`config.mk`:
```
export PLATFORM = sky130hd
export DESIGN_NAME = hsv_to_rgb_converter_top
export DESIGN_NICKNAME = d
export VERILOG_FILES = /design/src/design/hsv2rgb_pkg.sv /design/src/design/hsv_to_rgb_converter_top.sv
export VERILOG_INCLUDE_DIRS = /design/src /design/src/design
export SDC_FILE = /design/constraint.sdc
export NUM_CORES = 1
export LEC_CHECK = 0
export BUFFER_PORTS_ARGS = -buffer_cell sky130_fd_sc_hd__buf_2
export CORE_MARGIN = 1.5
export CORE_UTILIZATION = 45
export DETAILED_ROUTE_END_ITERATION = 10
export PLACE_DENSITY = 0.68
export SETUP_SLACK_MARGIN = 0.4
export SLEW_MARGIN = 0
export SYNTH_ARGS = -nofsm -noshare
export SYNTH_HDL_FRONTEND = slang
export SYNTH_SLANG_ARGS = --single-unit
```
`constraint.sdc`:
```
create_clock -name aclk -period 7.35 [get_ports aclk]
set_clock_uncertainty 0.1 [all_clocks]
set_input_delay 0.735 -clock aclk [delete_from_list [all_inputs] [get_ports aclk]]
set_output_delay 0.735 -clock aclk [all_outputs]
set_load 0.02 [all_outputs]
```
`src/design/hsv_to_rgb_converter_top_defines.svh`:
```
// Assertion macros for the HSV to RGB converter.
// Used by hsv_to_rgb_converter_top; expects aclk and aresetn in scope.
`ifndef HSV_TO_RGB_CONVERTER_TOP_DEFINES_SVH
`define HSV_TO_RGB_CONVERTER_TOP_DEFINES_SVH

// Condition must hold on the same edge as the trigger
`define HSV_ASSERT_IMPL(label, trig, cond, msg) \
    label: assert property (@(posedge aclk) disable iff (!aresetn) (trig) |-> (cond)) \
        else $error(msg);

// Condition must hold on the edge after the trigger
`define HSV_ASSERT_NEXT(label, trig, cond, msg) \
    label: assert property (@(posedge aclk) disable iff (!aresetn) (trig) |=> (cond)) \
        else $error(msg);

`endif

```
`src/design/hsv2rgb_pkg.sv`:
```
// Shared constants and types for the HSV to RGB converter.
// No dependencies; used by hsv_to_rgb_converter_top.
package hsv2rgb_pkg;

    // Field widths
    localparam int unsigned HUE_W  = 16;
    localparam int unsigned CHAN_W = 9;
    localparam int unsigned REM_W  = 10;
    localparam int unsigned QUO_W  = 7;

    // Fixed point constants
    localparam logic [CHAN_W-1:0] UNIT       = 9'd256;
    localparam logic [REM_W-1:0]  HUE_SECTOR = 10'd960;
    // offset that lifts (hue + 32768) to a multiple of the full turn
    localparam logic [16:0]       HUE_LIFT   = 17'd1792;
    // floor(x/960) estimate: (x * 4370) >> 22, may overshoot by one
    localparam logic [12:0]       RECIP_SECTOR = 13'd4370;
    // floor(y/15) exact for y <= 3840: (y * 4370) >> 16
    localparam logic [12:0]       RECIP_FIFTEEN = 13'd4370;
    // floor(q/6) exact for q <= 70: (q * 43) >> 8
    localparam logic [5:0]        RECIP_SIX = 6'd43;

    localparam int unsigned NUM_STAGES = 6;

    // Hue sector, 60 degrees each
    typedef enum logic [2:0] {
        SECTOR_RED_YELLOW    = 3'd0,
        SECTOR_YELLOW_GREEN  = 3'd1,
        SECTOR_GREEN_CYAN    = 3'd2,
        SECTOR_CYAN_BLUE     = 3'd3,
        SECTOR_BLUE_MAGENTA  = 3'd4,
        SECTOR_MAGENTA_RED   = 3'd5
    } sector_t;

    // Saturate a 9-bit unit value to 256
    function automatic logic [CHAN_W-1:0] clamp_unit(input logic [CHAN_W-1:0] x);
        clamp_unit = (x > UNIT) ? UNIT : x;
    endfunction

endpackage

```
`src/design/hsv_to_rgb_converter_top.sv`:
```
// HSV to RGB converter, six-stage pipeline with per-stage valid bits.
// Depends on hsv2rgb_pkg and hsv_to_rgb_converter_top_defines.svh.
//
// Converts one color per item at one item per clock while m_tready is high.
// m_tvalid rises once the item has passed the six registers that hold it in turn.
// The depth comes from the multiplier chain: hue split by a reciprocal multiply,
// quotient correction, saturation products, divide by 960 through a second
// reciprocal multiply, value products, and the sector mux into the output
// register. Each stage advances whenever the stage after it can take its item, so
// bubbles collapse; input is taken during an output stall if any stage is empty.
`include "hsv_to_rgb_converter_top_defines.svh"

module hsv_to_rgb_converter_top (
    input  logic        aclk,
    input  logic        aresetn,
    input  logic        s_tvalid,
    output logic        s_tready,
    input  logic [39:0] s_tdata,   // hue[15:0], saturation[24:16], brightness[33:25]
    output logic        m_tvalid,
    input  logic        m_tready,
    output logic [31:0] m_tdata    // red[8:0], green[17:9], blue[26:18]
);

    localparam int unsigned NS = hsv2rgb_pkg::NUM_STAGES;
    localparam int unsigned CW = hsv2rgb_pkg::CHAN_W;

    // Input fields
    logic [hsv2rgb_pkg::HUE_W-1:0] hue;
    logic [CW-1:0]                 saturation;
    logic [CW-1:0]                 brightness;

    assign hue        = s_tdata[15:0];
    assign saturation = s_tdata[24:16];
    assign brightness = s_tdata[33:25];

    // Stage control
    logic [NS-1:0] vld_reg;
    logic [NS-1:0] en;

    always_comb begin
        en[NS-1] = !vld_reg[NS-1] || m_tready;
        for (int k = NS - 2; k >= 0; k--) begin
            en[k] = !vld_reg[k] || en[k+1];
        end
    end

    assign s_tready = en[0];

    always_ff @(posedge aclk) begin
        if (!aresetn) begin
            vld_reg <= '0;
        end else begin
            if (en[0]) begin
                vld_reg[0] <= s_tvalid;
            end
            for (int k = 1; k < NS; k++) begin
                if (en[k]) begin
                    vld_reg[k] <= vld_reg[k-1];
                end
            end
        end
    end

    // Stage 1: clamp, lift hue to non-negative, reciprocal product for hue/960
    logic [16:0]   st1_u_next;
    logic [16:0]   st1_u_reg;
    logic [28:0]   st1_prod_next;
    logic [28:0]   st1_prod_reg;
    logic [CW-1:0] st1_s_reg;
    logic [CW-1:0] st1_v_reg;

    always_comb begin
        st1_u_next    = {1'b0, ~hue[15], hue[14:0]} + hsv2rgb_pkg::HUE_LIFT;
        st1_prod_next = 29'(st1_u_next) * 29'(hsv2rgb_pkg::RECIP_SECTOR);
    end

    always_ff @(posedge aclk) begin
        if (en[0]) begin
            st1_u_reg    <= st1_u_next;
            st1_prod_reg <= st1_prod_next;
            st1_s_reg    <= hsv2rgb_pkg::clamp_unit(saturation);
            st1_v_reg    <= hsv2rgb_pkg::clamp_unit(brightness);
        end
    end

    // Stage 2: correct the quotient estimate, form remainder mod 960
    logic [6:0]    st2_q0;
    logic [16:0]   st2_q960;
    logic [17:0]   st2_rem0;
    logic [6:0]    st2_quo_next;
    logic [9:0]    st2_rem_next;
    logic [6:0]    st2_quo_reg;
    logic [9:0]    st2_rem_reg;
    logic [CW-1:0] st2_s_reg;
    logic [CW-1:0] st2_v_reg;

    always_comb begin
        st2_q0   = st1_prod_reg[28:22];
        st2_q960 = {st2_q0, 10'b0} - {4'b0, st2_q0, 6'b0};
        st2_rem0 = {1'b0, st1_u_reg} - {1'b0, st2_q960};
        if (st2_rem0[17]) begin
            // estimate was one too high
            st2_quo_next = st2_q0 - 7'd1;
            st2_rem_next = st2_rem0[9:0] + hsv2rgb_pkg::HUE_SECTOR;
        end else begin
            st2_quo_next = st2_q0;
            st2_rem_next = st2_rem0[9:0];
        end
    end

    always_ff @(posedge aclk) begin
        if (en[1]) begin
            st2_quo_reg <= st2_quo_next;
            st2_rem_reg <= st2_rem_next;
            st2_s_reg   <= st1_s_reg;
            st2_v_reg   <= st1_v_reg;
        end
    end

    // Stage 3: sector = quotient mod 6, saturation products
    logic [12:0]              st3_d6_prod;
    logic [3:0]               st3_d6;
    logic [6:0]               st3_sec_raw;
    logic [9:0]               st3_rem_inv;
    logic [17:0]              st3_sr_next;
    logic [17:0]              st3_sn_next;
    logic [16:0]              st3_pp_next;
    logic [17:0]              st3_sr_reg;
    logic [17:0]              st3_sn_reg;
    logic [16:0]              st3_pp_reg;
    hsv2rgb_pkg::sector_t     st3_sector_reg;
    logic [CW-1:0]            st3_v_reg;

    always_comb begin
        st3_d6_prod = 13'(st2_quo_reg) * 13'(hsv2rgb_pkg::RECIP_SIX);
        st3_d6      = st3_d6_prod[11:8];
        st3_sec_raw = st2_quo_reg - ({3'b0, st3_d6} << 2) - ({3'b0, st3_d6} << 1);
        st3_rem_inv = hsv2rgb_pkg::HUE_SECTOR - st2_rem_reg;
        st3_sr_next = 18'(st2_s_reg) * 18'(st2_rem_reg);
        st3_sn_next = 18'(st2_s_reg) * 18'(st3_rem_inv);
        st3_pp_next = 17'(st2_v_reg) * 17'(hsv2rgb_pkg::UNIT - st2_s_reg);
    end

    always_ff @(posedge aclk) begin
        if (en[2]) begin
            st3_sr_reg     <= st3_sr_next;
            st3_sn_reg     <= st3_sn_next;
            st3_pp_reg     <= st3_pp_next;
            st3_sector_reg <= hsv2rgb_pkg::sector_t'(st3_sec_raw[2:0]);
            st3_v_reg      <= st2_v_reg;
        end
    end

    // Stage 4: divide products by 960 as (x >> 6) / 15, form q and t factors
    logic [24:0]          st4_qa_prod;
    logic [24:0]          st4_ta_prod;
    logic [CW-1:0]        st4_qfac_reg;
    logic [CW-1:0]        st4_tfac_reg;
    logic [CW-1:0]        st4_p_reg;
    hsv2rgb_pkg::sector_t st4_sector_reg;
    logic [CW-1:0]        st4_v_reg;

    always_comb begin
        st4_qa_prod = 25'(st3_sr_reg[17:6]) * 25'(hsv2rgb_pkg::RECIP_FIFTEEN);
        st4_ta_prod = 25'(st3_sn_reg[17:6]) * 25'(hsv2rgb_pkg::RECIP_FIFTEEN);
    end

    always_ff @(posedge aclk) begin
        if (en[3]) begin
            st4_qfac_reg   <= hsv2rgb_pkg::UNIT - st4_qa_prod[24:16];
            st4_tfac_reg   <= hsv2rgb_pkg::UNIT - st4_ta_prod[24:16];
            st4_p_reg      <= st3_pp_reg[16:8];
            st4_sector_reg <= st3_sector_reg;
            st4_v_reg      <= st3_v_reg;
        end
    end

    // Stage 5: scale factors by value
    logic [16:0]          st5_qv;
    logic [16:0]          st5_tv;
    logic [CW-1:0]        st5_q_reg;
    logic [CW-1:0]        st5_t_reg;
    logic [CW-1:0]        st5_p_reg;
    hsv2rgb_pkg::sector_t st5_sector_reg;
    logic [CW-1:0]        st5_v_reg;

    always_comb begin
        st5_qv = 17'(st4_v_reg) * 17'(st4_qfac_reg);
        st5_tv = 17'(st4_v_reg) * 17'(st4_tfac_reg);
    end

    always_ff @(posedge aclk) begin
        if (en[4]) begin
            st5_q_reg      <= st5_qv[16:8];
            st5_t_reg      <= st5_tv[16:8];
            st5_p_reg      <= st4_p_reg;
            st5_sector_reg <= st4_sector_reg;
            st5_v_reg      <= st4_v_reg;
        end
    end

    // Stage 6: sector mux into the output register
    logic [CW-1:0] red_next;
    logic [CW-1:0] green_next;
    logic [CW-1:0] blue_next;
    logic [CW-1:0] red_reg;
    logic [CW-1:0] green_reg;
    logic [CW-1:0] blue_reg;

    always_comb begin
        case (st5_sector_reg)
            hsv2rgb_pkg::SECTOR_RED_YELLOW: begin
                red_next = st5_v_reg; green_next = st5_t_reg; blue_next = st5_p_reg;
            end
            hsv2rgb_pkg::SECTOR_YELLOW_GREEN: begin
                red_next = st5_q_reg; green_next = st5_v_reg; blue_next = st5_p_reg;
            end
            hsv2rgb_pkg::SECTOR_GREEN_CYAN: begin
                red_next = st5_p_reg; green_next = st5_v_reg; blue_next = st5_t_reg;
            end
            hsv2rgb_pkg::SECTOR_CYAN_BLUE: begin
                red_next = st5_p_reg; green_next = st5_q_reg; blue_next = st5_v_reg;
            end
            hsv2rgb_pkg::SECTOR_BLUE_MAGENTA: begin
                red_next = st5_t_reg; green_next = st5_p_reg; blue_next = st5_v_reg;
            end
            default: begin
                red_next = st5_v_reg; green_next = st5_p_reg; blue_next = st5_q_reg;
            end
        endcase
    end

    always_ff @(posedge aclk) begin
        if (en[5]) begin
            red_reg   <= red_next;
            green_reg <= green_next;
            blue_reg  <= blue_next;
        end
    end

    assign m_tvalid = vld_reg[NS-1];
    assign m_tdata  = {5'b0, blue_reg, green_reg, red_reg};

    // Terms for the checks
    logic rem_ok;
    logic fac_ok;
    logic chan_ok;

    assign rem_ok  = st2_rem_reg < hsv2rgb_pkg::HUE_SECTOR;
    assign fac_ok  = ({1'b0, st4_qfac_reg} + {1'b0, st4_tfac_reg}) >=
                     {1'b0, hsv2rgb_pkg::UNIT};
    assign chan_ok = (red_reg <= hsv2rgb_pkg::UNIT) && (green_reg <= hsv2rgb_pkg::UNIT) &&
                     (blue_reg <= hsv2rgb_pkg::UNIT);

    // Checks
    `HSV_ASSERT_IMPL(a_rem_range, vld_reg[1], rem_ok, "hue remainder out of range")
    `HSV_ASSERT_IMPL(a_fac_sum, vld_reg[3], fac_ok, "q and t factors inconsistent")
    `HSV_ASSERT_IMPL(a_chan_range, m_tvalid, chan_ok, "output channel above unit")
    `HSV_ASSERT_NEXT(a_take_in, s_tvalid && s_tready, vld_reg[0], "accepted item missing")

endmodule
```
# Yosys cells after proc, flatten, opt, wreduce, memory -nomap -nowiden
# Index checks and enable logic that the tools add are counted.
op_classes:
  n_addsub: 11
  mul: 9
  magnitude_cmp: 2
  eq_ne: 4
  muxes: 5
  bitwise_logic: 1
  reduce_logical: 17
ops:
  columns: ["operator", "n"]
  rows:
  - ["9-bit one-hot mux with 3 select lines", 3]
  - ["12-bit by 12-bit multiplier with 24-bit output, second input constant", 2]
  - ["9-bit by 10-bit multiplier with 18-bit output", 2]
  - ["9-bit by 9-bit multiplier with 17-bit output", 2]
  - ["17-bit by 12-bit multiplier with 28-bit output, second input constant", 1]
  - ["9-bit > comparator, second input constant", 2]
  - ["17-bit by 17-bit subtractor with 18-bit output", 1]
  - ["9-bit subtractor, first input constant", 2]
  - ["16-bit by 11-bit adder with 17-bit output, second input constant", 1]
  - ["10-bit by 10-bit multiplier with 17-bit output", 1]
  - ["17-bit by 13-bit subtractor with 17-bit output", 1]
  - ["10-bit adder, second input constant", 1]
  - ["7-bit by 6-bit multiplier with 10-bit output, second input constant", 1]
  - ["10-bit 2-to-1 mux", 1]
  - ["10-bit subtractor, first input constant", 1]
  - ["9-bit by 9-bit subtractor with 10-bit output, first input constant", 1]
  - ["2-bit OR reduction", 4]
  - ["7-bit 2-to-1 mux", 1]
  - ["7-bit by 1-bit subtractor with 7-bit output, second input constant", 1]
  - ["3-bit by 2-bit == test with 1-bit output, second input constant", 2]
  - ["1-bit logical NOT", 6]
  - ["1-bit logical OR", 6]
  - ["3-bit subtractor", 2]
  - ["3-bit by 1-bit == test with 1-bit output, second input constant", 1]
  - ["other kinds (3)", 3]
totals:
  register_bits: 274
  inputBits: 44
  out_inout_bits: 34
  word_cells: 81

# Depth between registers and ports, before layout
depth:
  word_depth: 7
  depth_mapped: 26
  depth_no_buf: 24

# Least setup slack after synthesis
# OpenSTA, ideal clock, no wires.
synth_timing:
  kind: "flip-flop to flip-flop"
  from: "reg st2_s_reg[1]"
  to: "reg st3_pp_reg[16] (data pin)"
  setup_ps: 260
  arrival_time_ps: 6136
  required_time_ps: 6990
  slack_ps: 854
  path_stages_with_launch: 26
  path_buffers: 2
  synth_period_minus_slack_ps: 6496
  cell_sequence: "edfxtp_1 clkbuf_1 clkbuf_1 inv_1 ha_1 nand2_1 or3_1 or3_1 xnor2_1 nand2_1 fa_1 fa_1 inv_1 fa_1 fa_1 inv_1 fa_1 inv_1 ha_1 or3_1 o21ai_0 a211oi_1 nor3_1 o21bai_1 a21oi_1 xnor2_1"
synth_via:
  elab_chain_len: 2
synth_lines:
  columns: ["element", "line_no", "source"]
  rows:
  - ["start, declared", "hsv_to_rgb_converter_top.sv:94", "logic [CW-1:0] st2_s_reg;"]
  - ["start signal, assigned", "hsv_to_rgb_converter_top.sv:115", "st2_s_reg <= st1_s_reg;"]
  - ["9-bit by 9-bit subtractor with 10-bit output", "hsv_to_rgb_converter_top.sv:141", "st3_pp_next = 17'(st2_v_reg) * 17'(hsv2rgb_pkg::UNIT - st2_s_reg);"]
  - ["10-bit by 10-bit multiplier with 17-bit output", "hsv_to_rgb_converter_top.sv:141", null]
  - ["net st3_pp_next[16]", "hsv_to_rgb_converter_top.sv:127", "logic [16:0] st3_pp_next;"]
  - ["end signal, assigned", "hsv_to_rgb_converter_top.sv:148", "st3_pp_reg <= st3_pp_next;"]
  - ["end, declared", "hsv_to_rgb_converter_top.sv:130", "logic [16:0] st3_pp_reg;"]
# The timed path passes the listed nets, and every way through them passes these cells.
# A chain may end at the register's enable or synchronous reset.

# Worst setup path after layout
# Same ends and word-level chain as after synthesis.

==> results_dict.tcl <==
set metrics [dict create \
    outcome "complete, but fails checks" \
    violations "design-rule violations" \
    grt_pass1_wl_um 88500 \
    fin_crit_ps 6450 \
    use_met3_pct 1.71 \
    via_per_inst 5.15 \
    cp.arrival_ps 6660 \
    min_path_type "input pin to flop" \
    root_buffer "clkbuf_16" \
    critPathRequiredTime_ps 7560 \
    route.detailed.drc 3 \
    std_cell_rows 89 \
    largest_reg_flops 17 \
    wl_um 52200 \
    synth_ff_type "edfxtp_1" \
    die_y_um 248 \
    post_cts_buffers 0 \
    most-common-layout-cells "452 x inv_1, 418 x ha_1, 302 x nand2_1, 298 x fa_1, 227 x edfxtp_1" \
    numCtsBuffers 29 \
    yosysWarnings 0 \
    grt_max_degree 67 \
    core_um2 59100 \
    drive_gt1_share_pct 6.27 \
    cts_tree "built" \
    final_common_cell "inv_1" \
    slew_violations 0 \
    dp_cells 3399 \
    grt.met1_usage_pct 23.0 \
    synthesis.area_um2 27000 \
    synth_top_area_cell "edfxtp_1" \
    synth_edf_count 227 \
    ys_types 76 \
    hold_viol_final 0 \
    postSynthCellCount 2625 \
    nNetsFinal 3417 \
    end_kind "flop" \
    fp.dieArea_um2 61400 \
    synth_top_area_share_pct 25.3 \
    postRouteAntennaNets 0 \
    syn_to_final_growth_pct 7.44 \
    pin_count 78 \
    crit_type "flop to flop" \
    start_util_pct 45.6 \
    async_reset_ff_share_pct 0 \
    grt_overflow_total 0 \
    slew_headroom_pct 26.0 \
    synth_seq_area_share_pct 25.7 \
    dpl_cell_area_um2 28100 \
    use_met2_pct 31.6 \
    clkLatencyLatePin_ps 570 \
    antenna_found_initial 0 \
    fin_tns_setup_ps 0 \
    chipWidth_um 248 \
    final_area_um2 29000 \
    yosys_register_bits 233 \
    grt_pass1_vias 18400 \
    fin_crit_sh_pct 87.8 \
    finalSetupViolCount 0 \
    antenna-diode-count 0 \
    cts_sinks 233 \
    portBuffers 66 \
    syn_avg_cell_area_um2 10.3 \
    dp_hpwl_um 41400 \
    worst_pin_slew_ps 1110 \
    stdcell_count 3451 \
    place_congestion 0.848 \
    grt_busiest_layer "met2" \
    clk_path_buf_depth 3 \
    drt-pass1-iter-count 8 \
    synth.area.top_cells "edfxtp_1 25%, fa_1 22%, ha_1 19%" \
    avgRoutedWirePerCell_um 15.1 \
    dr.first_iter.drc_count 851 \
    cp-start-kind "flop" \
    drv_cap 0 \
    rsz0062_at_grt "no" \
    clk_pin_slew_worst_paths_ps 60 \
    track_usage_pct 17.6 \
    htreeDepth 1 \
    num_vias 17800 \
    max_freq_mhz 155 \
    critPathMaxFanout 9 \
]
==> worst max-delay path: stages, from the launching register on <==
cell and delay, ps:
edfxtp_1 400, inv_1 80, ha_1 170, nand2_1 100
or3_1 350, or3_1 370, xnor2_2 360, nand2_1 150
fa_1 500, fa_1 490, inv_1 50, fa_1 450
fa_1 490, inv_1 50, fa_1 480, inv_1 40
ha_1 330, or3_1 310, o21ai_0 120, a211oi_1 110
nor3_1 310, o21bai_1 140, a21oi_1 200, xnor2_1 80
==> through the flow <==
stage / util [%] / hold WS [ps] / worst slack [ps]
final: 49.0 / 299 / 898
after floorplan: - / 300 / 854
after detailed placement: 47.5 / 305 / 691
after global placement: 47.5 / 300 / 844
after global routing: 49.0 / 275 / 462
after CTS: 49.0 / 269 / 668
==> worst paths after layout <==
| path | from | end | slack (ps) | depth (start not counted) |
|---|---|---|---|---|
| worst min register to register | st1_u_reg[0]$_DFFE_PP_ | st2_rem_reg[0]$_DFFE_PP_ | 320 | 0 |
| worst max register to register | st2_s_reg[1]$_DFFE_PP_ | st3_pp_reg[16]$_DFFE_PP_ | 900 | 23 |
| worst min-delay path | s_tdata[0] | st1_u_reg[0]$_DFFE_PP_ | 300 | 1 |
| worst max-delay path | st2_s_reg[1]$_DFFE_PP_ | st3_pp_reg[16]$_DFFE_PP_ | 900 | 23 |
==> final cells by class <==
| class | count | area, µm² |
|---|---|---|
| clock buffers | 33 | 741 |
| clock inverters | 19 | 144 |
| fillers | 5280 | 30100 |
| inverters | 453 | 1700 |
| multi-input cells | 1853 | 18000 |
| flip-flops and latches | 233 | 6940 |
| well taps | 773 | 967 |
| repair buffers | 87 | 488 |
==> what timing repair did <==
item	4_1_cts	5_1_grt
resized for setup	0	1
hold buffers	0	0
endpoints found under the setup margin	0	2
==> Yosys cell counts, types with 41 or more instances <==
cell type / count
and2_1: 163
inv_1: 453
fa_1: 298
clkbuf_1: 78
nor2b_1: 41
edfxtp_1: 227
xnor2_1: 101
ha_1: 418
a21oi_1: 59
nand2_1: 302
o21ai_0: 47
nor2_1: 81
==> kinds of logic after synthesis <==
kind of cell / count (synthesis) / synth area share [%]
and+or+nand+nor: 718 / 13.2
xor gates and xnor gates: 139 / 4.51
muxes: 47 / 1.85
DFF: 233 / 25.7
adders and majority gates: 716 / 41.5
buffers and inverters: 543 / 7.63
AOI/OAI and AO/OA: 228 / 5.63
other: 1 / 0.0139
==> layer usage <==
layer / vias up / wire [µm]
li1: 8609 / -
met2: 313 / 26100
met4: 0 / 889
met3: 65 / 1840
met5: - / 0
met1: 8781 / 23400
Power is left out: the tool's default activity adds up to more than one toggle a clock period on the data nets, which glitch-free logic cannot reach.
